File: config.mk
export PLATFORM = sky130hd
export DESIGN_NAME = bacnet_primitive_encoder_flat
export DESIGN_NICKNAME = d
export VERILOG_FILES = /design/src/hw/rtl/bpe_pkg.sv /design/src/hw/rtl/bpe_if.sv /design/src/hw/rtl/bpe_decode.sv /design/src/hw/rtl/bpe_frame.sv /design/src/hw/rtl/bpe_serial.sv /design/src/hw/rtl/bacnet_primitive_encoder.sv /design/src/flat_wrapper.sv
export SDC_FILE = /design/constraint.sdc
export NUM_CORES = 1
export LEC_CHECK = 0
export CAP_MARGIN = 20
export CORE_AREA = 2 2 171 140
export DETAILED_ROUTE_END_ITERATION = 8
export DIE_AREA = 0 0 173 142
export DONT_BUFFER_PORTS = 1
export PLACE_DENSITY = 0.75
export SETUP_SLACK_MARGIN = 0.02
export SKIP_LAST_GASP = 1
export SLEW_MARGIN = 0
export SYNTH_ARGS = -nofsm -noshare
export SYNTH_HDL_FRONTEND = slang
export SYNTH_SLANG_ARGS = --single-unit
File: constraint.sdc
create_clock -name clk -period 9.9 [get_ports clk]
set_clock_uncertainty 0.05 [all_clocks]
set_input_delay 0.99 -clock clk [delete_from_list [all_inputs] [get_ports clk]]
set_output_delay 0.99 -clock clk [all_outputs]
set_load 0.01 [all_outputs]
File: src/hw/rtl/bpe_pkg.sv
// ----------------------------------------------------------------------------
// bpe_pkg
// Kind codes, tag numbers, limits and stage records shared by the primitive
// encoder.
// ----------------------------------------------------------------------------
package bpe_pkg;

  typedef enum logic [3:0] {
    FN_NULL     = 4'd0,
    FN_BOOL     = 4'd1,
    FN_UNS      = 4'd2,
    FN_SGN      = 4'd3,
    FN_REAL     = 4'd4,
    FN_DBL      = 4'd5,
    FN_DATE     = 4'd6,
    FN_TIME     = 4'd7,
    FN_OID      = 4'd8,
    FN_ENUM     = 4'd9,
    FN_CTX_UNS  = 4'd10,
    FN_CTX_SGN  = 4'd11,
    FN_CTX_BOOL = 4'd12,
    FN_OPEN     = 4'd13,
    FN_CLOSE    = 4'd14
  } func_t;

  // application tag numbers
  localparam logic [7:0] TAG_NULL   = 8'd0;
  localparam logic [7:0] TAG_BOOL   = 8'd1;
  localparam logic [7:0] TAG_UNS    = 8'd2;
  localparam logic [7:0] TAG_SGN    = 8'd3;
  localparam logic [7:0] TAG_REAL   = 8'd4;
  localparam logic [7:0] TAG_DOUBLE = 8'd5;
  localparam logic [7:0] TAG_ENUM   = 8'd9;
  localparam logic [7:0] TAG_DATE   = 8'd10;
  localparam logic [7:0] TAG_TIME   = 8'd11;
  localparam logic [7:0] TAG_OID    = 8'd12;

  localparam logic [7:0] TAG_EXT_MIN  = 8'd15;
  localparam logic [7:0] TAG_RESERVED = 8'd255;
  localparam logic [3:0] TAG_EXT_MARK = 4'hF;

  localparam logic [2:0] LVT_EXT   = 3'd5;
  localparam logic [2:0] LVT_OPEN  = 3'd6;
  localparam logic [2:0] LVT_CLOSE = 3'd7;
  localparam logic [3:0] LEN_EXT_MIN = 4'd5;

  localparam logic [30:0] REAL_INF = 31'h7F80_0000;
  localparam logic [62:0] DBL_INF  = 63'h7FF0_0000_0000_0000;

  localparam logic [15:0] YEAR_ANY  = 16'hFFFF;
  localparam logic [15:0] YEAR_MIN  = 16'd1900;
  localparam logic [15:0] YEAR_MAX  = 16'd2154;
  localparam logic [7:0]  FIELD_ANY = 8'hFF;
  localparam logic [7:0]  MONTH_MAX = 8'd14;
  localparam logic [7:0]  DAY_MAX   = 8'd34;
  localparam logic [7:0]  WDAY_MAX  = 8'd7;
  localparam logic [15:0] HOUR_MAX  = 16'd23;
  localparam logic [7:0]  MIN_MAX   = 8'd59;
  localparam logic [7:0]  HUND_MAX  = 8'd99;
  localparam logic [15:0] OTYPE_MAX = 16'd1023;

  localparam int BUF_BYTES = 10;

  // decoded value, before the header is built
  typedef struct packed {
    logic        ok;
    logic [7:0]  tag;
    logic        ctx;
    logic        raw;
    logic [2:0]  lvt;
    logic [3:0]  clen;
    logic [63:0] content;   // content octets, left aligned
    logic [7:0]  room;
  } dec_t;

  // framed octet string, ready to shift out
  typedef struct packed {
    logic                   err;
    logic [3:0]             count;
    logic [BUF_BYTES*8-1:0] octets;  // first octet in the top byte
  } frm_t;

endpackage

File: src/hw/rtl/bpe_if.sv
// ----------------------------------------------------------------------------
// bpe_if
// Valid/ready channels of the primitive encoder: value in, octets out.
// ----------------------------------------------------------------------------
interface bpe_in_if;
  logic        valid;
  logic        ready;
  logic [3:0]  func;
  logic [7:0]  ctx_tag;
  logic [63:0] value;
  logic [15:0] part_one;
  logic [7:0]  part_two;
  logic [7:0]  part_three;
  logic [7:0]  part_four;
  logic [7:0]  room;

  modport source (
    output valid, func, ctx_tag, value, part_one, part_two, part_three,
           part_four, room,
    input  ready
  );
  modport sink (
    input  valid, func, ctx_tag, value, part_one, part_two, part_three,
           part_four, room,
    output ready
  );
endinterface

interface bpe_out_if;
  logic       valid;
  logic       ready;
  logic [7:0] out_byte;
  logic       last;
  logic       error;

  modport source (output valid, out_byte, last, error, input ready);
  modport sink   (input valid, out_byte, last, error, output ready);
endinterface

File: src/hw/rtl/bpe_decode.sv
// ----------------------------------------------------------------------------
// bpe_decode
// First stage: range checks, tag selection and content octets per kind.
// ----------------------------------------------------------------------------
module bpe_decode (
  input  logic            clk,
  input  logic            rst_n,
  bpe_in_if.sink          in_ch,
  output logic            dec_valid,
  input  logic            dec_ready,
  output bpe_pkg::dec_t   dec_data
);

  logic           valid_r;
  bpe_pkg::dec_t  data_r;
  bpe_pkg::dec_t  data_nxt;

  bpe_pkg::func_t fn;
  logic [31:0]    lo;
  logic [31:0]    mag;
  logic [31:0]    msrc;
  logic           sgn;
  logic [3:0]     nmin;
  logic [63:0]    int_content;
  logic [15:0]    yoff;
  logic [7:0]     ybyte;
  logic           date_ok;
  logic           time_ok;
  logic           nonzero;

  assign in_ch.ready = !valid_r || dec_ready;
  assign dec_valid   = valid_r;
  assign dec_data    = data_r;

  always_comb begin
    fn      = bpe_pkg::func_t'(in_ch.func);
    lo      = in_ch.value[31:0];
    nonzero = (in_ch.value != 64'd0);
    sgn     = (fn == bpe_pkg::FN_SGN) || (fn == bpe_pkg::FN_CTX_SGN);
    mag     = lo[31] ? ~lo : lo;
    // signed values keep one spare bit for the sign
    msrc    = sgn ? {mag[30:0], 1'b0} : lo;
    if (msrc[31:24] != 8'd0) begin
      nmin = 4'd4;
    end else if (msrc[23:16] != 8'd0) begin
      nmin = 4'd3;
    end else if (msrc[15:8] != 8'd0) begin
      nmin = 4'd2;
    end else begin
      nmin = 4'd1;
    end
    case (nmin)
      4'd1:    int_content = {lo[7:0], 56'd0};
      4'd2:    int_content = {lo[15:0], 48'd0};
      4'd3:    int_content = {lo[23:0], 40'd0};
      default: int_content = {lo, 32'd0};
    endcase

    yoff  = in_ch.part_one - bpe_pkg::YEAR_MIN;
    ybyte = (in_ch.part_one == bpe_pkg::YEAR_ANY) ? bpe_pkg::FIELD_ANY : yoff[7:0];
    date_ok = ((in_ch.part_one == bpe_pkg::YEAR_ANY) ||
               (in_ch.part_one >= bpe_pkg::YEAR_MIN &&
                in_ch.part_one <= bpe_pkg::YEAR_MAX)) &&
              ((in_ch.part_two >= 8'd1 && in_ch.part_two <= bpe_pkg::MONTH_MAX) ||
               in_ch.part_two == bpe_pkg::FIELD_ANY) &&
              ((in_ch.part_three >= 8'd1 && in_ch.part_three <= bpe_pkg::DAY_MAX) ||
               in_ch.part_three == bpe_pkg::FIELD_ANY) &&
              ((in_ch.part_four >= 8'd1 && in_ch.part_four <= bpe_pkg::WDAY_MAX) ||
               in_ch.part_four == bpe_pkg::FIELD_ANY);
    time_ok = (in_ch.part_one <= bpe_pkg::HOUR_MAX ||
               in_ch.part_one == {8'd0, bpe_pkg::FIELD_ANY}) &&
              (in_ch.part_two <= bpe_pkg::MIN_MAX ||
               in_ch.part_two == bpe_pkg::FIELD_ANY) &&
              (in_ch.part_three <= bpe_pkg::MIN_MAX ||
               in_ch.part_three == bpe_pkg::FIELD_ANY) &&
              (in_ch.part_four <= bpe_pkg::HUND_MAX ||
               in_ch.part_four == bpe_pkg::FIELD_ANY);
  end

  always_comb begin
    data_nxt      = '0;
    data_nxt.ok   = 1'b1;
    data_nxt.room = in_ch.room;
    unique case (fn) inside
      bpe_pkg::FN_NULL: begin
        data_nxt.tag = bpe_pkg::TAG_NULL;
        data_nxt.raw = 1'b1;
      end
      bpe_pkg::FN_BOOL: begin
        data_nxt.tag = bpe_pkg::TAG_BOOL;
        data_nxt.raw = 1'b1;
        data_nxt.lvt = {2'd0, nonzero};
      end
      bpe_pkg::FN_UNS, bpe_pkg::FN_SGN, bpe_pkg::FN_ENUM,
      bpe_pkg::FN_CTX_UNS, bpe_pkg::FN_CTX_SGN: begin
        if (fn == bpe_pkg::FN_UNS) begin
          data_nxt.tag = bpe_pkg::TAG_UNS;
        end else if (fn == bpe_pkg::FN_SGN) begin
          data_nxt.tag = bpe_pkg::TAG_SGN;
        end else if (fn == bpe_pkg::FN_ENUM) begin
          data_nxt.tag = bpe_pkg::TAG_ENUM;
        end else begin
          data_nxt.tag = in_ch.ctx_tag;
        end
        data_nxt.ctx     = (fn == bpe_pkg::FN_CTX_UNS) || (fn == bpe_pkg::FN_CTX_SGN);
        data_nxt.clen    = nmin;
        data_nxt.content = int_content;
      end
      bpe_pkg::FN_CTX_BOOL: begin
        data_nxt.tag     = in_ch.ctx_tag;
        data_nxt.ctx     = 1'b1;
        data_nxt.clen    = 4'd1;
        data_nxt.content = {7'd0, nonzero, 56'd0};
      end
      bpe_pkg::FN_REAL: begin
        data_nxt.tag     = bpe_pkg::TAG_REAL;
        data_nxt.ok      = !(lo[30:0] > bpe_pkg::REAL_INF);
        data_nxt.clen    = 4'd4;
        data_nxt.content = {lo, 32'd0};
      end
      bpe_pkg::FN_DBL: begin
        data_nxt.tag     = bpe_pkg::TAG_DOUBLE;
        data_nxt.ok      = !(in_ch.value[62:0] > bpe_pkg::DBL_INF);
        data_nxt.clen    = 4'd8;
        data_nxt.content = in_ch.value;
      end
      bpe_pkg::FN_DATE: begin
        data_nxt.tag     = bpe_pkg::TAG_DATE;
        data_nxt.ok      = date_ok;
        data_nxt.clen    = 4'd4;
        data_nxt.content = {ybyte, in_ch.part_two, in_ch.part_three, in_ch.part_four,
                            32'd0};
      end
      bpe_pkg::FN_TIME: begin
        data_nxt.tag     = bpe_pkg::TAG_TIME;
        data_nxt.ok      = time_ok;
        data_nxt.clen    = 4'd4;
        data_nxt.content = {in_ch.part_one[7:0], in_ch.part_two, in_ch.part_three,
                            in_ch.part_four, 32'd0};
      end
      bpe_pkg::FN_OID: begin
        data_nxt.tag     = bpe_pkg::TAG_OID;
        data_nxt.ok      = (in_ch.part_one <= bpe_pkg::OTYPE_MAX) &&
                           (in_ch.value[63:22] == 42'd0);
        data_nxt.clen    = 4'd4;
        data_nxt.content = {in_ch.part_one[9:0], lo[21:0], 32'd0};
      end
      bpe_pkg::FN_OPEN, bpe_pkg::FN_CLOSE: begin
        data_nxt.tag = in_ch.ctx_tag;
        data_nxt.ctx = 1'b1;
        data_nxt.raw = 1'b1;
        data_nxt.lvt = (fn == bpe_pkg::FN_OPEN) ? bpe_pkg::LVT_OPEN : bpe_pkg::LVT_CLOSE;
      end
      default: begin
        data_nxt.ok = 1'b0;
      end
    endcase
    // context tag 255 is reserved
    if (data_nxt.ctx && data_nxt.tag == bpe_pkg::TAG_RESERVED) begin
      data_nxt.ok = 1'b0;
    end
  end

  always_ff @(posedge clk) begin
    if (!rst_n) begin
      valid_r <= 1'b0;
    end else if (in_ch.ready) begin
      valid_r <= in_ch.valid;
    end
  end

  always_ff @(posedge clk) begin
    if (in_ch.ready && in_ch.valid) begin
      data_r <= data_nxt;
    end
  end

endmodule

File: src/hw/rtl/bpe_frame.sv
// ----------------------------------------------------------------------------
// bpe_frame
// Second stage: tag header with extended tag and length octets, room check,
// and the complete octet string for the output shifter.
// ----------------------------------------------------------------------------
module bpe_frame (
  input  logic           clk,
  input  logic           rst_n,
  input  logic           dec_valid,
  output logic           dec_ready,
  input  bpe_pkg::dec_t  dec_data,
  output logic           frm_valid,
  input  logic           frm_ready,
  output bpe_pkg::frm_t  frm_data
);

  localparam int BufW = bpe_pkg::BUF_BYTES * 8;

  logic           valid_r;
  bpe_pkg::frm_t  data_r;
  bpe_pkg::frm_t  data_nxt;

  logic            ext_tag;
  logic            ext_len;
  logic [2:0]      lvt_field;
  logic [7:0]      byte0;
  logic [23:0]     hdr;
  logic [1:0]      hlen;
  logic [3:0]      total;
  logic [BufW-1:0] body;
  logic            fits;

  assign dec_ready = !valid_r || frm_ready;
  assign frm_valid = valid_r;
  assign frm_data  = data_r;

  always_comb begin
    ext_tag   = (dec_data.tag >= bpe_pkg::TAG_EXT_MIN);
    ext_len   = !dec_data.raw && (dec_data.clen >= bpe_pkg::LEN_EXT_MIN);
    lvt_field = dec_data.raw ? dec_data.lvt :
                ext_len      ? bpe_pkg::LVT_EXT : dec_data.clen[2:0];
    byte0     = {(ext_tag ? bpe_pkg::TAG_EXT_MARK : dec_data.tag[3:0]),
                 dec_data.ctx, lvt_field};
    case ({ext_tag, ext_len})
      2'b10:   hdr = {byte0, dec_data.tag, 8'd0};
      2'b01:   hdr = {byte0, 4'd0, dec_data.clen, 8'd0};
      2'b11:   hdr = {byte0, dec_data.tag, 4'd0, dec_data.clen};
      default: hdr = {byte0, 16'd0};
    endcase
    hlen  = 2'd1 + {1'b0, ext_tag} + {1'b0, ext_len};
    total = {2'd0, hlen} + dec_data.clen;
    // place the content octets right behind the header
    body  = {dec_data.content, 16'd0} >> {hlen, 3'b000};
    fits  = ({4'd0, total} <= dec_data.room);

    data_nxt.err = !(dec_data.ok && fits);
    if (data_nxt.err) begin
      data_nxt.count  = 4'd1;
      data_nxt.octets = '0;
    end else begin
      data_nxt.count  = total;
      data_nxt.octets = {hdr, {(BufW - 24){1'b0}}} | body;
    end
  end

  always_ff @(posedge clk) begin
    if (!rst_n) begin
      valid_r <= 1'b0;
    end else if (dec_ready) begin
      valid_r <= dec_valid;
    end
  end

  always_ff @(posedge clk) begin
    if (dec_ready && dec_valid) begin
      data_r <= data_nxt;
    end
  end

endmodule

File: src/hw/rtl/bpe_serial.sv
// ----------------------------------------------------------------------------
// bpe_serial
// Output stage: shift register that sends one octet per transaction and
// takes the next framed value as the final octet leaves.
// ----------------------------------------------------------------------------
module bpe_serial (
  input  logic           clk,
  input  logic           rst_n,
  input  logic           frm_valid,
  output logic           frm_ready,
  input  bpe_pkg::frm_t  frm_data,
  bpe_out_if.source      out_ch
);

  localparam int BufW = bpe_pkg::BUF_BYTES * 8;

  logic            busy_r;
  logic [BufW-1:0] buf_r;
  logic [3:0]      rem_r;
  logic            err_r;

  logic            final_oct;
  logic            pop;

  assign final_oct = (rem_r == 4'd1);
  assign pop       = busy_r && out_ch.ready;
  assign frm_ready = !busy_r || (out_ch.ready && final_oct);

  assign out_ch.valid    = busy_r;
  assign out_ch.out_byte = buf_r[BufW-1 -: 8];
  assign out_ch.last     = final_oct;
  assign out_ch.error    = err_r;

  always_ff @(posedge clk) begin
    if (!rst_n) begin
      busy_r <= 1'b0;
    end else if (frm_ready) begin
      busy_r <= frm_valid;
    end
  end

  always_ff @(posedge clk) begin
    if (frm_ready && frm_valid) begin
      buf_r <= frm_data.octets;
      rem_r <= frm_data.count;
      err_r <= frm_data.err;
    end else if (pop && !final_oct) begin
      // advance to the next octet
      buf_r <= {buf_r[BufW-9:0], 8'd0};
      rem_r <= rem_r - 4'd1;
    end
  end

endmodule

File: src/hw/rtl/bacnet_primitive_encoder.sv
// ----------------------------------------------------------------------------
// bacnet_primitive_encoder
// Encodes one primitive value per input transaction into its tagged octet
// string, one octet per output transaction, most significant first.
// ----------------------------------------------------------------------------
//   channel | dir | payload                                         | flow
//   in_ch   | in  | func ctx_tag value part_one..part_four room      | valid/ready
//   out_ch  | out | out_byte last error                              | valid/ready
//
// An input transaction passes the decode and framing registers and then
// leaves as 1 to 10 output transactions, one octet per cycle while out_ch is
// ready; a rejected value leaves as a single error octet. The output shift
// register sets the rate, with the next value loaded as the final octet goes.
// Synchronous active-low reset empties all three stages.
// A stall on out_ch holds each stage; nothing is dropped or repeated.
// ----------------------------------------------------------------------------
module bacnet_primitive_encoder (
  input  logic       clk,
  input  logic       rst_n,
  bpe_in_if.sink     in_ch,
  bpe_out_if.source  out_ch
);

  logic           dec_valid;
  logic           dec_ready;
  bpe_pkg::dec_t  dec_data;
  logic           frm_valid;
  logic           frm_ready;
  bpe_pkg::frm_t  frm_data;

  bpe_decode u_decode (
    .clk       (clk),
    .rst_n     (rst_n),
    .in_ch     (in_ch),
    .dec_valid (dec_valid),
    .dec_ready (dec_ready),
    .dec_data  (dec_data)
  );

  bpe_frame u_frame (
    .clk       (clk),
    .rst_n     (rst_n),
    .dec_valid (dec_valid),
    .dec_ready (dec_ready),
    .dec_data  (dec_data),
    .frm_valid (frm_valid),
    .frm_ready (frm_ready),
    .frm_data  (frm_data)
  );

  bpe_serial u_serial (
    .clk       (clk),
    .rst_n     (rst_n),
    .frm_valid (frm_valid),
    .frm_ready (frm_ready),
    .frm_data  (frm_data),
    .out_ch    (out_ch)
  );

endmodule

File: src/flat_wrapper.sv
// flat-port wrapper written by rule: the top's interface ports become plain ports
module bacnet_primitive_encoder_flat 
  (clk, rst_n, in_ch_valid, in_ch_func, in_ch_ctx_tag, in_ch_value, in_ch_part_one, in_ch_part_two, in_ch_part_three, in_ch_part_four, in_ch_room, in_ch_ready, out_ch_valid, out_ch_out_byte, out_ch_last, out_ch_error, out_ch_ready);
  bpe_in_if in_ch_i ();
  bpe_out_if out_ch_i ();
  input  logic clk;
  input  logic rst_n;
  input wire logic [$bits(in_ch_i.valid)-1:0] in_ch_valid;
  input wire logic [$bits(in_ch_i.func)-1:0] in_ch_func;
  input wire logic [$bits(in_ch_i.ctx_tag)-1:0] in_ch_ctx_tag;
  input wire logic [$bits(in_ch_i.value)-1:0] in_ch_value;
  input wire logic [$bits(in_ch_i.part_one)-1:0] in_ch_part_one;
  input wire logic [$bits(in_ch_i.part_two)-1:0] in_ch_part_two;
  input wire logic [$bits(in_ch_i.part_three)-1:0] in_ch_part_three;
  input wire logic [$bits(in_ch_i.part_four)-1:0] in_ch_part_four;
  input wire logic [$bits(in_ch_i.room)-1:0] in_ch_room;
  output wire logic [$bits(in_ch_i.ready)-1:0] in_ch_ready;
  output wire logic [$bits(out_ch_i.valid)-1:0] out_ch_valid;
  output wire logic [$bits(out_ch_i.out_byte)-1:0] out_ch_out_byte;
  output wire logic [$bits(out_ch_i.last)-1:0] out_ch_last;
  output wire logic [$bits(out_ch_i.error)-1:0] out_ch_error;
  input wire logic [$bits(out_ch_i.ready)-1:0] out_ch_ready;
  assign in_ch_i.valid = in_ch_valid;
  assign in_ch_i.func = in_ch_func;
  assign in_ch_i.ctx_tag = in_ch_ctx_tag;
  assign in_ch_i.value = in_ch_value;
  assign in_ch_i.part_one = in_ch_part_one;
  assign in_ch_i.part_two = in_ch_part_two;
  assign in_ch_i.part_three = in_ch_part_three;
  assign in_ch_i.part_four = in_ch_part_four;
  assign in_ch_i.room = in_ch_room;
  assign in_ch_ready = in_ch_i.ready;
  assign out_ch_valid = out_ch_i.valid;
  assign out_ch_out_byte = out_ch_i.out_byte;
  assign out_ch_last = out_ch_i.last;
  assign out_ch_error = out_ch_i.error;
  assign out_ch_i.ready = out_ch_ready;
  bacnet_primitive_encoder u_core (.clk(clk), .rst_n(rst_n), .in_ch(in_ch_i), .out_ch(out_ch_i));
endmodule
======== Word-level counts from Yosys, hierarchy flattened ========
Cells that the tools add are included.
cells by class
  add/subtract/negate cells ............... 5
  order comparisons ....................... 18
  equal/unequal tests ..................... 27
  shift-type cells ........................ 1
  mux-type cells .......................... 25
  bitwise operators ....................... 2
  reductions and logical operators ........ 53
operator list
  cell                                                                    count
  68-bit case mux with 7 select lines                                     1
  64-bit case mux with 3 select lines                                     1
  80-bit 2-to-1 mux                                                       2
  80-bit OR                                                               1
  80-bit by 5-bit right shift with 80-bit output                          1
  8-bit case mux with 8 select lines                                      1
  64-bit nonzero test                                                     1
  63-bit greater-than comparator, second input constant                   1
  16-bit case mux with 3 select lines                                     1
  42-bit zero test                                                        1
  8-bit equality test, second input constant                              4
  32-bit 2-to-1 mux                                                       1
  8-bit 2-to-1 mux                                                        4
  31-bit greater-than comparator, second input constant                   1
  31-bit 2-to-1 mux                                                       1
  31-bit NOT                                                              1
  4-bit equality test, second input constant                              7
  8-bit by 1-bit >= comparator with 1-bit output, second input constant   3
  8-bit by 6-bit <= comparator with 1-bit output, second input constant   3
  8-bit nonzero test                                                      3
  1-bit logical AND                                                       20
  4-bit 2-to-1 mux                                                        5
  16-bit equality test, second input constant                             1
  16-bit by 8-bit equality test with 1-bit output, second input constant  1
  35 further kinds                                                        65
word-level totals
  bits in registers ....................... 263
  bits of input ports ..................... 128
  output and inout bits ................... 12
  word-level logic and storage cells ...... 148

======== Depth between registers and ports, before layout ========
Gate-level depths: netlist of the first run.
  word-level depth ........................ 10
  depth in mapped cells ................... 18
  gate-level depth less buffers ........... 15

======== Cells and area by module ========
From an unflattened synthesis of the first run, not the netlist that was laid out.
unflattened totals
  cells, all modules ...................... 1101
  area total of the unflattened synthesis .. 13928.4 µm²
by module, submodules not included
  module      times used  cells each  area an instance (µm²)
  bpe_decode  1           507         5318.9
  bpe_frame   1           390         4718.3
  bpe_serial  1           204         3891.2

======== Worst setup path after synthesis of the first run ========
Ideal clock, no wire load.
  path kind ............................... flip-flop to flip-flop
  start ................................... register u_core.u_serial.rem_r[1]
  end ..................................... register u_core.u_frame.data_r, in the netlist u_core.u_frame.frm_data[0] (enable)
  data arrival time ....................... 7433 ps
  path slack .............................. 1760 ps
  cell stages (with the launch flop) ...... 6
  buffers on the path ..................... 0
  period minus slack after synthesis ...... 8140 ps
  cells stage by stage .................... edfxtp_1 -> inv_1 -> ha_1 -> nor3b_1 -> a21oi_1 -> a21boi_0
on the way
  word-level cells in the longest chain between the ends .. 5
RTL lines
  what                                            RTL line            source
  start, declared                                 bpe_serial.sv:19    logic [3:0] rem_r;
  start signal, assigned                          bpe_serial.sv:45    rem_r <= frm_data.count;
  start signal, assigned                          bpe_serial.sv:50    rem_r <= rem_r - 4'd1;
  4-bit by 1-bit equality test with 1-bit output  bpe_serial.sv:25    assign final_oct = (rem_r == 4'd1);
  named net out_ch_last                           flat_wrapper.sv:20  output wire logic [$bits(out_ch_i.last)-1:0] out_ch_last;
  1-bit logical AND                               bpe_serial.sv:27    assign frm_ready = !busy_r || (out_ch.ready && final_oct);
  1-bit logical OR                                bpe_serial.sv:27
  1-bit logical OR                                bpe_frame.sv:33     assign dec_ready = !valid_r || frm_ready;
  1-bit logical AND                               bpe_frame.sv:75     if (dec_ready && dec_valid) begin
  end signal, assigned                            bpe_frame.sv:76     data_r <= data_nxt;
  end, declared                                   bpe_frame.sv:20     bpe_pkg::frm_t data_r;
The timed path passes the listed nets, and every way through them passes these cells.
A chain may end at the register's enable or synchronous reset.

======== Worst setup path in the final report of the first run ========
  start ................................... register u_core.u_decode.data_r, in the netlist u_core.u_decode.dec_data[88]
  end ..................................... register u_core.u_frame.data_r, in the netlist u_core.u_frame.frm_data[41], data pin
on the way
  word-level cells in the longest chain between the ends .. 6
RTL lines
  what                                            RTL line           source
  start, declared                                 bpe_decode.sv:15   bpe_pkg::dec_t data_r;
  start signal, assigned                          bpe_decode.sv:174  data_r <= data_nxt;
  8-bit by 4-bit >= comparator with 1-bit output  bpe_frame.sv:38    ext_tag = (dec_data.tag >= bpe_pkg::TAG_EXT_MIN);
  1-bit by 1-bit adder with 2-bit output          bpe_frame.sv:50    hlen = 2'd1 + {1'b0, ext_tag} + {1'b0, ext_len};
  2-bit by 1-bit adder with 2-bit output          bpe_frame.sv:50
  2-bit by 4-bit adder with 4-bit output          bpe_frame.sv:51    total = {2'd0, hlen} + dec_data.clen;
  named net u_core.u_frame.total[3]               bpe_frame.sv:29    logic [3:0] total;
  4-bit by 8-bit <= comparator with 1-bit output  bpe_frame.sv:54    fits = ({4'd0, total} <= dec_data.room);
  1-bit logical AND                               bpe_frame.sv:56    data_nxt.err = !(dec_data.ok && fits);
The timed path passes the listed nets, and every way through them passes these cells.

==> results of run 1 <==
==> cell type report <==
| cell class | instances | area share, % |
|---|---|---|
| sequential | 262 | 53.4 |
| multi-input combinational | 866 | 35.5 |
| clock buffer | 33 | 5.03 |
| tap | 312 | 2.66 |
| clock inverter | 17 | 1.45 |
| timing repair buffer | 14 | 0.990 |
| inverter | 35 | 0.896 |
==> Yosys cell counts, types with 3 or more instances <==
cell type / instances / share of area (%)
mux2_2: 17 / 1.4
clkbuf_1: 65 / 1.8
or2_2: 6 / 0.28
mux2i_1: 40 / 3.0
nand2_1: 254 / 7.1
dfxtp_1: 3 / 0.45
or3_1: 6 / 0.28
o21a_1: 3 / 0.17
a21o_1: 13 / 0.72
a31oi_1: 4 / 0.19
buf_4: 9 / 0.50
or4_1: 3 / 0.17
and2_1: 46 / 2.1
nand2b_1: 8 / 0.37
a21boi_0: 3 / 0.17
buf_2: 4 / 0.15
nand4b_1: 3 / 0.19
a221o_1: 15 / 1.1
a211oi_1: 66 / 3.7
nor2b_1: 16 / 0.74
nor4_1: 16 / 0.74
and3_1: 4 / 0.19
buf_6: 3 / 0.25
o211ai_1: 3 / 0.17
a222oi_1: 12 / 0.89
a22o_1: 18 / 1.2
nand4_1: 16 / 0.74
ha_1: 17 / 1.6
o21ai_0: 23 / 0.85
nor3_1: 36 / 1.3
a211o_1: 8 / 0.52
xnor2_1: 5 / 0.32
edfxtp_1: 259 / 58
a21oi_1: 47 / 1.7
nand3_1: 17 / 0.63
inv_1: 34 / 0.95
nor2_1: 94 / 2.6
a22oi_1: 20 / 1.1
==> power by group <==
part	internal (mW)	total, mW	switching (mW)
Sequential	1.31	1.35	0.0376
Clock	0.640	1.07	0.432
Combinational	0.109	0.301	0.192
==> registers in the layout, summed over array words and instances, names as in the netlist <==
| signal | cells |
|---|---|
| u_core.u_serial.out_ch.valid | 1 |
| u_core.u_frame.frm_valid | 1 |
| u_core.u_serial.out_ch.error | 1 |
| u_core.u_serial.rem_r | 4 |
| u_core.u_decode.dec_data | 89 |
| u_core.u_decode.dec_valid | 1 |
| u_core.u_serial.buf_r | 80 |
| u_core.u_frame.frm_data | 85 |
==> path summary, 6_finish.rpt <==
check | start | to | slack [ns]
max reg2reg | u_core.u_decode.dec_data[88] | u_core.u_frame.frm_data[41] | 4.41
min | u_core.u_frame.frm_data[84] | u_core.u_serial.out_ch.error | 0.37
max | u_core.u_decode.dec_data[88] | u_core.u_frame.frm_data[41] | 4.41
min reg2reg | u_core.u_frame.frm_data[84] | u_core.u_serial.out_ch.error | 0.37
==> cells in the final DEF (no fill, tap or decap), types with 4 or more instances in the layout <==
cell / count
o21ai_0: 21
a211o_1: 8
or2_2: 6
clkinv_2: 5
nor2b_1: 16
clkbuf_8: 4
nand3_1: 17
a22o_1: 18
nand2_1: 254
or3_1: 6
a21oi_1: 47
nor4_1: 16
bufinv_16: 4
ha_1: 15
inv_1: 33
nand2b_1: 7
xnor2_1: 5
mux2_2: 17
a211oi_1: 66
a222oi_1: 12
buf_4: 12
and2_1: 46
clkbuf_16: 27
mux2i_1: 40
nand4_1: 16
a221o_1: 15
a22oi_1: 20
nor3_1: 36
nor2_1: 93
and3_1: 4
edfxtp_1: 259
a21o_1: 13
==> metal layers <==
layer,track usage [%],part of all wire (%),up-vias
li1,-,-,4542
met1,40.7,42,4721
met2,43.4,44,550
met3,6.60,10,75
met4,10.8,3.5,0
met5,0,0,-
==> logic make-up after synthesis <==
family | share of synthesized area, %
flops | 58.1
buf+inv | 3.74
compound gates | 13.6
xor+xnor | 0.454
fa+ha+maj | 1.72
mux | 4.50
simple gates | 17.9
==> results_dict.tcl, run 1 <==
set metrics [dict create \
    crit_arrival_ns 5.67 \
    critPathTopFamily "buffers and inverters" \
    crit_slowest_cell "nor4_1" \
    cp_num_buf_inv 2 \
    gp_congestion 0.941 \
    dp_cells 1487 \
    diodes 0 \
    clock.fmax_mhz 182 \
    ys.flop_type "edfxtp_1" \
    start_util_pct 58.9 \
    final_core_util_pct 64.0 \
    criticalPathCategory "reg2reg" \
    violations "design-rule violations" \
    design_area_sq_mm 0.0147 \
    synth_edf_count 259 \
    startpoint_type "flip-flop" \
    cts_hold_buf 0 \
    port_buffers 0 \
    worstHoldPathCells 0 \
    tightest_slew_ns 1.09 \
    yosysUniqueCellTypes 61 \
    p_per_area_mw_per_mm2 186 \
    grt.total_usage_pct 28.6 \
    ff2ff_path_depth 14 \
    hold_class "reg2reg" \
    drt_iter0_markers 1300 \
    grt_pass1_vias 9476 \
    grt_pass1_wl_microns 54000 \
    timing.hold.ws_ns 0.374 \
    antenna_found_initial 1 \
    finalHoldViolations 0 \
    fin_nets 1352 \
    wirelength_microns 35300 \
    post_cts_buffers 0 \
    ir_drop_v 0.000141 \
    wl_per_cell_microns 23.0 \
    status "finished, violations left" \
    cts_resized 0 \
    max_cap_viol_count 0 \
    end_kind "flip-flop" \
    rsz0062_at_grt "false" \
    htreeDepth 1 \
    clockBufferDepth 3 \
    core_area_sq_mm 0.0229 \
    numCtsBuffers 27 \
    register_area_sq_mm 0.00784 \
    boundaryPins 140 \
    cts_tree "yes" \
    hpwl_microns 25000 \
    dpl_worst_slack_ns 4.58 \
    ys_warn_count 0 \
    die_x_microns 173 \
    dieArea_sq_mm 0.0246 \
    slew_headroom_pct 27.3 \
    instances_no_fill 1539 \
    layout-drive-gt1-share_pct 7.82 \
    p_leak_nw 5.63 \
    drv_slew 0 \
    post-route-drc-count 1 \
    grt_max_degree 91 \
    cp_max_fo 84 \
    fillers 1796 \
    finalSetupTns_ns 0 \
    clk_latency_ns 0.54 \
    path_clk_slew_ns 0.06 \
    critPathRequiredTime_ns 10.09 \
    p_total_mw 2.72 \
    async_reset_ff_share_pct 0 \
    ys_seq_area_share_pct 58.1 \
    synth-seq-cells 262 \
    grt_overflow 0 \
    vias 9888 \
    cts_sinks 262 \
    area_delta_synth_final_pct 8.67 \
    viasPerCell 6.42 \
    critical-path-max-stage-delay_ns 0.76 \
    fin_crit_ns 5.49 \
    fin_ws_ns 4.41 \
    die_h_microns 142 \
    setup_viol 0 \
    placed_area_sq_mm 0.0137 \
    synth.avg_cell_area_sq_um 10.8 \
    drtAntennaViolNets 0 \
    syn_inst 1246 \
    path_depth 14 \
    syn_area_sq_mm 0.0135 \
    cts_root_buf "clkbuf_16" \
    rows 50 \
    cp_cell_sequence "nor4_1 > and2_1 > ha_2 > clkinv_1 > ha_1 > a21o_1 > nand2_1 > xnor2_1 > ha_1 > nand4_1 > nand2_1 > o21ai_4 > buf_4 > a211oi_1" \
    multi_input_comb_area_sq_mm 0.00521 \
    synth_nets 1392 \
    fin_crit_sh_pct 55.4 \
    drt_pre_antenna_iters 9 \
]
Note: power is estimated with default switching activity, not from simulation.
==> inputs of run 2 (changes only) <==
Clock period 9.9 ns to 5.3 ns, I/O delays scaled along.
==> results_dict.tcl, run 2 (same netlist as run 1, synthesis figures left out) <==
set metrics [dict create \
    status "finished, final reports clean" \
    cts_root_buf "clkbuf_16" \
    hp-start "in_ch_room[2]" \
    critPathRequiredTime_ns 5.48 \
    finalSetupTns_ns 0 \
    fin_crit_sh_pct 86.6 \
    drv_slew 0 \
    vias 9935 \
    cts_tree "yes" \
    reg2reg_to "u_core.u_frame.frm_data[16]" \
    regToRegStartpoint "u_core.u_decode.dec_data[73]" \
    mostFrequentLayoutCells "259 x edfxtp_1, 254 x nand2_1, 93 x nor2_1, 66 x a211oi_1, 47 x a21oi_1" \
    max_cap_viol_count 0 \
    clockBufferDepth 3 \
    final_common_cell "edfxtp_1" \
    post-route-drc-count 0 \
    grt_pass1_wl_microns 54200 \
    post_cts_buffers 0 \
    diodes 0 \
    cts_resized 0 \
    viasPerCell 6.45 \
    wl_per_cell_microns 23.0 \
    die_h_microns 142 \
    start_util_pct 58.9 \
    htreeDepth 1 \
    cts_hold_buf 0 \
    slew_headroom_pct 27.3 \
    drt_pre_antenna_iters 9 \
    p_total_mw 5.00 \
    dieArea_sq_mm 0.0246 \
    core_area_sq_mm 0.0229 \
    fillers 1845 \
    criticalPathCategory "reg2reg" \
    antenna_found_initial 0 \
    grt.total_usage_pct 28.7 \
    largest_register_ffs 89 \
    gp_congestion 0.986 \
    hpwl_microns 25700 \
    setup_viol 0 \
    cts_sinks 262 \
    clock.fmax_mhz 218 \
    fin_crit_ns 4.59 \
    wirelength_microns 35500 \
    holdPathEnd "u_core.u_decode.dec_data[2]" \
    fin_nets 1356 \
    rows 50 \
    drt_iter0_markers 1406 \
    boundaryPins 140 \
    rsz0062_at_grt "false" \
    layout-drive-gt1-share_pct 7.81 \
    die_x_microns 173 \
    tightest_slew_ns 1.09 \
    end_kind "flip-flop" \
    port_buffers 0 \
    r2r_slack_ns 0.71 \
    cp_max_fo 23 \
    crit_arrival_ns 4.77 \
    finalHoldViolations 0 \
    grt_max_degree 89 \
    p_per_area_mw_per_mm2 341 \
    path_clk_slew_ns 0.07 \
    grt_overflow 0 \
    area_delta_synth_final_pct 8.77 \
    ff2ff_path_depth 16 \
    p_leak_nw 5.64 \
    hold_class "in2reg" \
    worstHoldPathCells 0 \
    numCtsBuffers 26 \
    ir_drop_v 0.000237 \
    clk_latency_ns 0.54 \
    grt_pass1_vias 9356 \
    drtAntennaViolNets 0 \
    startpoint_type "flip-flop" \
]
==> run 2: cell count changes in the layout (fill, tap and decap cells not counted) <==
cell / delta
buf_12: +3
clkinv_8: +1
inv_16: -1
clkbuf_8: -4
clkbuf_1: +1
bufinv_16: +1
clkinv_1: +1
clkinv_2: +2
clkinvlp_4: -1
clkbuf_16: -1
buf_4: +2
inv_6: -2
==> run 2: layout make-up <==
class / instances / area, sq um / area share, %
repair buffers: 19 / 220 / 1.50
clock buffers: 29 / 662 / 4.51
flip-flops and latches: 262 / 7840 / 53.4
clock inverters: 18 / 228 / 1.55
inverters: 35 / 131 / 0.895
multi-input cells: 866 / 5210 / 35.5
well taps: 312 / 390 / 2.66
==> run 2: critical path, cell delays in order (launching register included) <==
cell and delay (ns):
edfxtp_1 0.48, o21a_1 0.22, o21ai_0 0.52, ha_2 0.41, inv_1 0.10, ha_1 0.17, inv_1 0.06, fa_1 0.49
inv_1 0.05, ha_1 0.29, nor2b_1 0.13, o21ai_0 0.08, nand2b_1 0.08, a21oi_1 0.11, o21ai_4 0.57, buf_4 0.38
a211oi_1 0.08
==> run 2: worst max path at each step <==
stage | start | to | slack, ns | cells after the start
2_1_floorplan | u_core.u_serial.rem_r[1] | u_core.u_decode.dec_data[0] | 0.74 | 5
3_3_place_gp | u_core.u_decode.dec_data[88] | u_core.u_frame.frm_data[5] | 0.89 | 16
3_5_place_dp | u_core.u_decode.dec_data[88] | u_core.u_frame.frm_data[16] | 0.80 | 16
4_1_cts | u_core.u_decode.dec_data[73] | u_core.u_frame.frm_data[16] | 0.78 | 16
5_1_grt | u_core.u_decode.dec_data[73] | u_core.u_frame.frm_data[16] | 0.40 | 16
6_report | u_core.u_decode.dec_data[73] | u_core.u_frame.frm_data[16] | 0.71 | 16
==> run 2: power breakdown <==
group | switching (mW) | internal (mW) | leakage, nW | total (mW)
sequential | 0.0670 | 2.45 | 2.58 | 2.52
clock | 0.764 | 1.14 | 0.434 | 1.91
combinational | 0.363 | 0.210 | 2.63 | 0.573
==> run 2: layer usage <==
layer / track usage [%] / up-vias / part of all wire (%)
li1: - / 4545 / -
met1: 41.8 / 4683 / 42
met2: 42.2 / 616 / 43
met3: 7.32 / 91 / 12
met4: 9.50 / 0 / 3.4
met5: 0 / - / 0
==> run 2: through the flow <==
step	util (%)	worst slack (ns)	hold slack, ns	instances	area [sq um]
after floorplan	-	0.745	0.350	1246	13500
after global placement	59.9	0.889	0.363	1490	13700
after detailed placement	59.9	0.804	0.369	1491	13700
after CTS	63.8	0.780	0.0402	1538	14600
after global routing	64.1	0.400	0.0365	1541	14700
final	64.1	0.710	0.0485	1541	14700
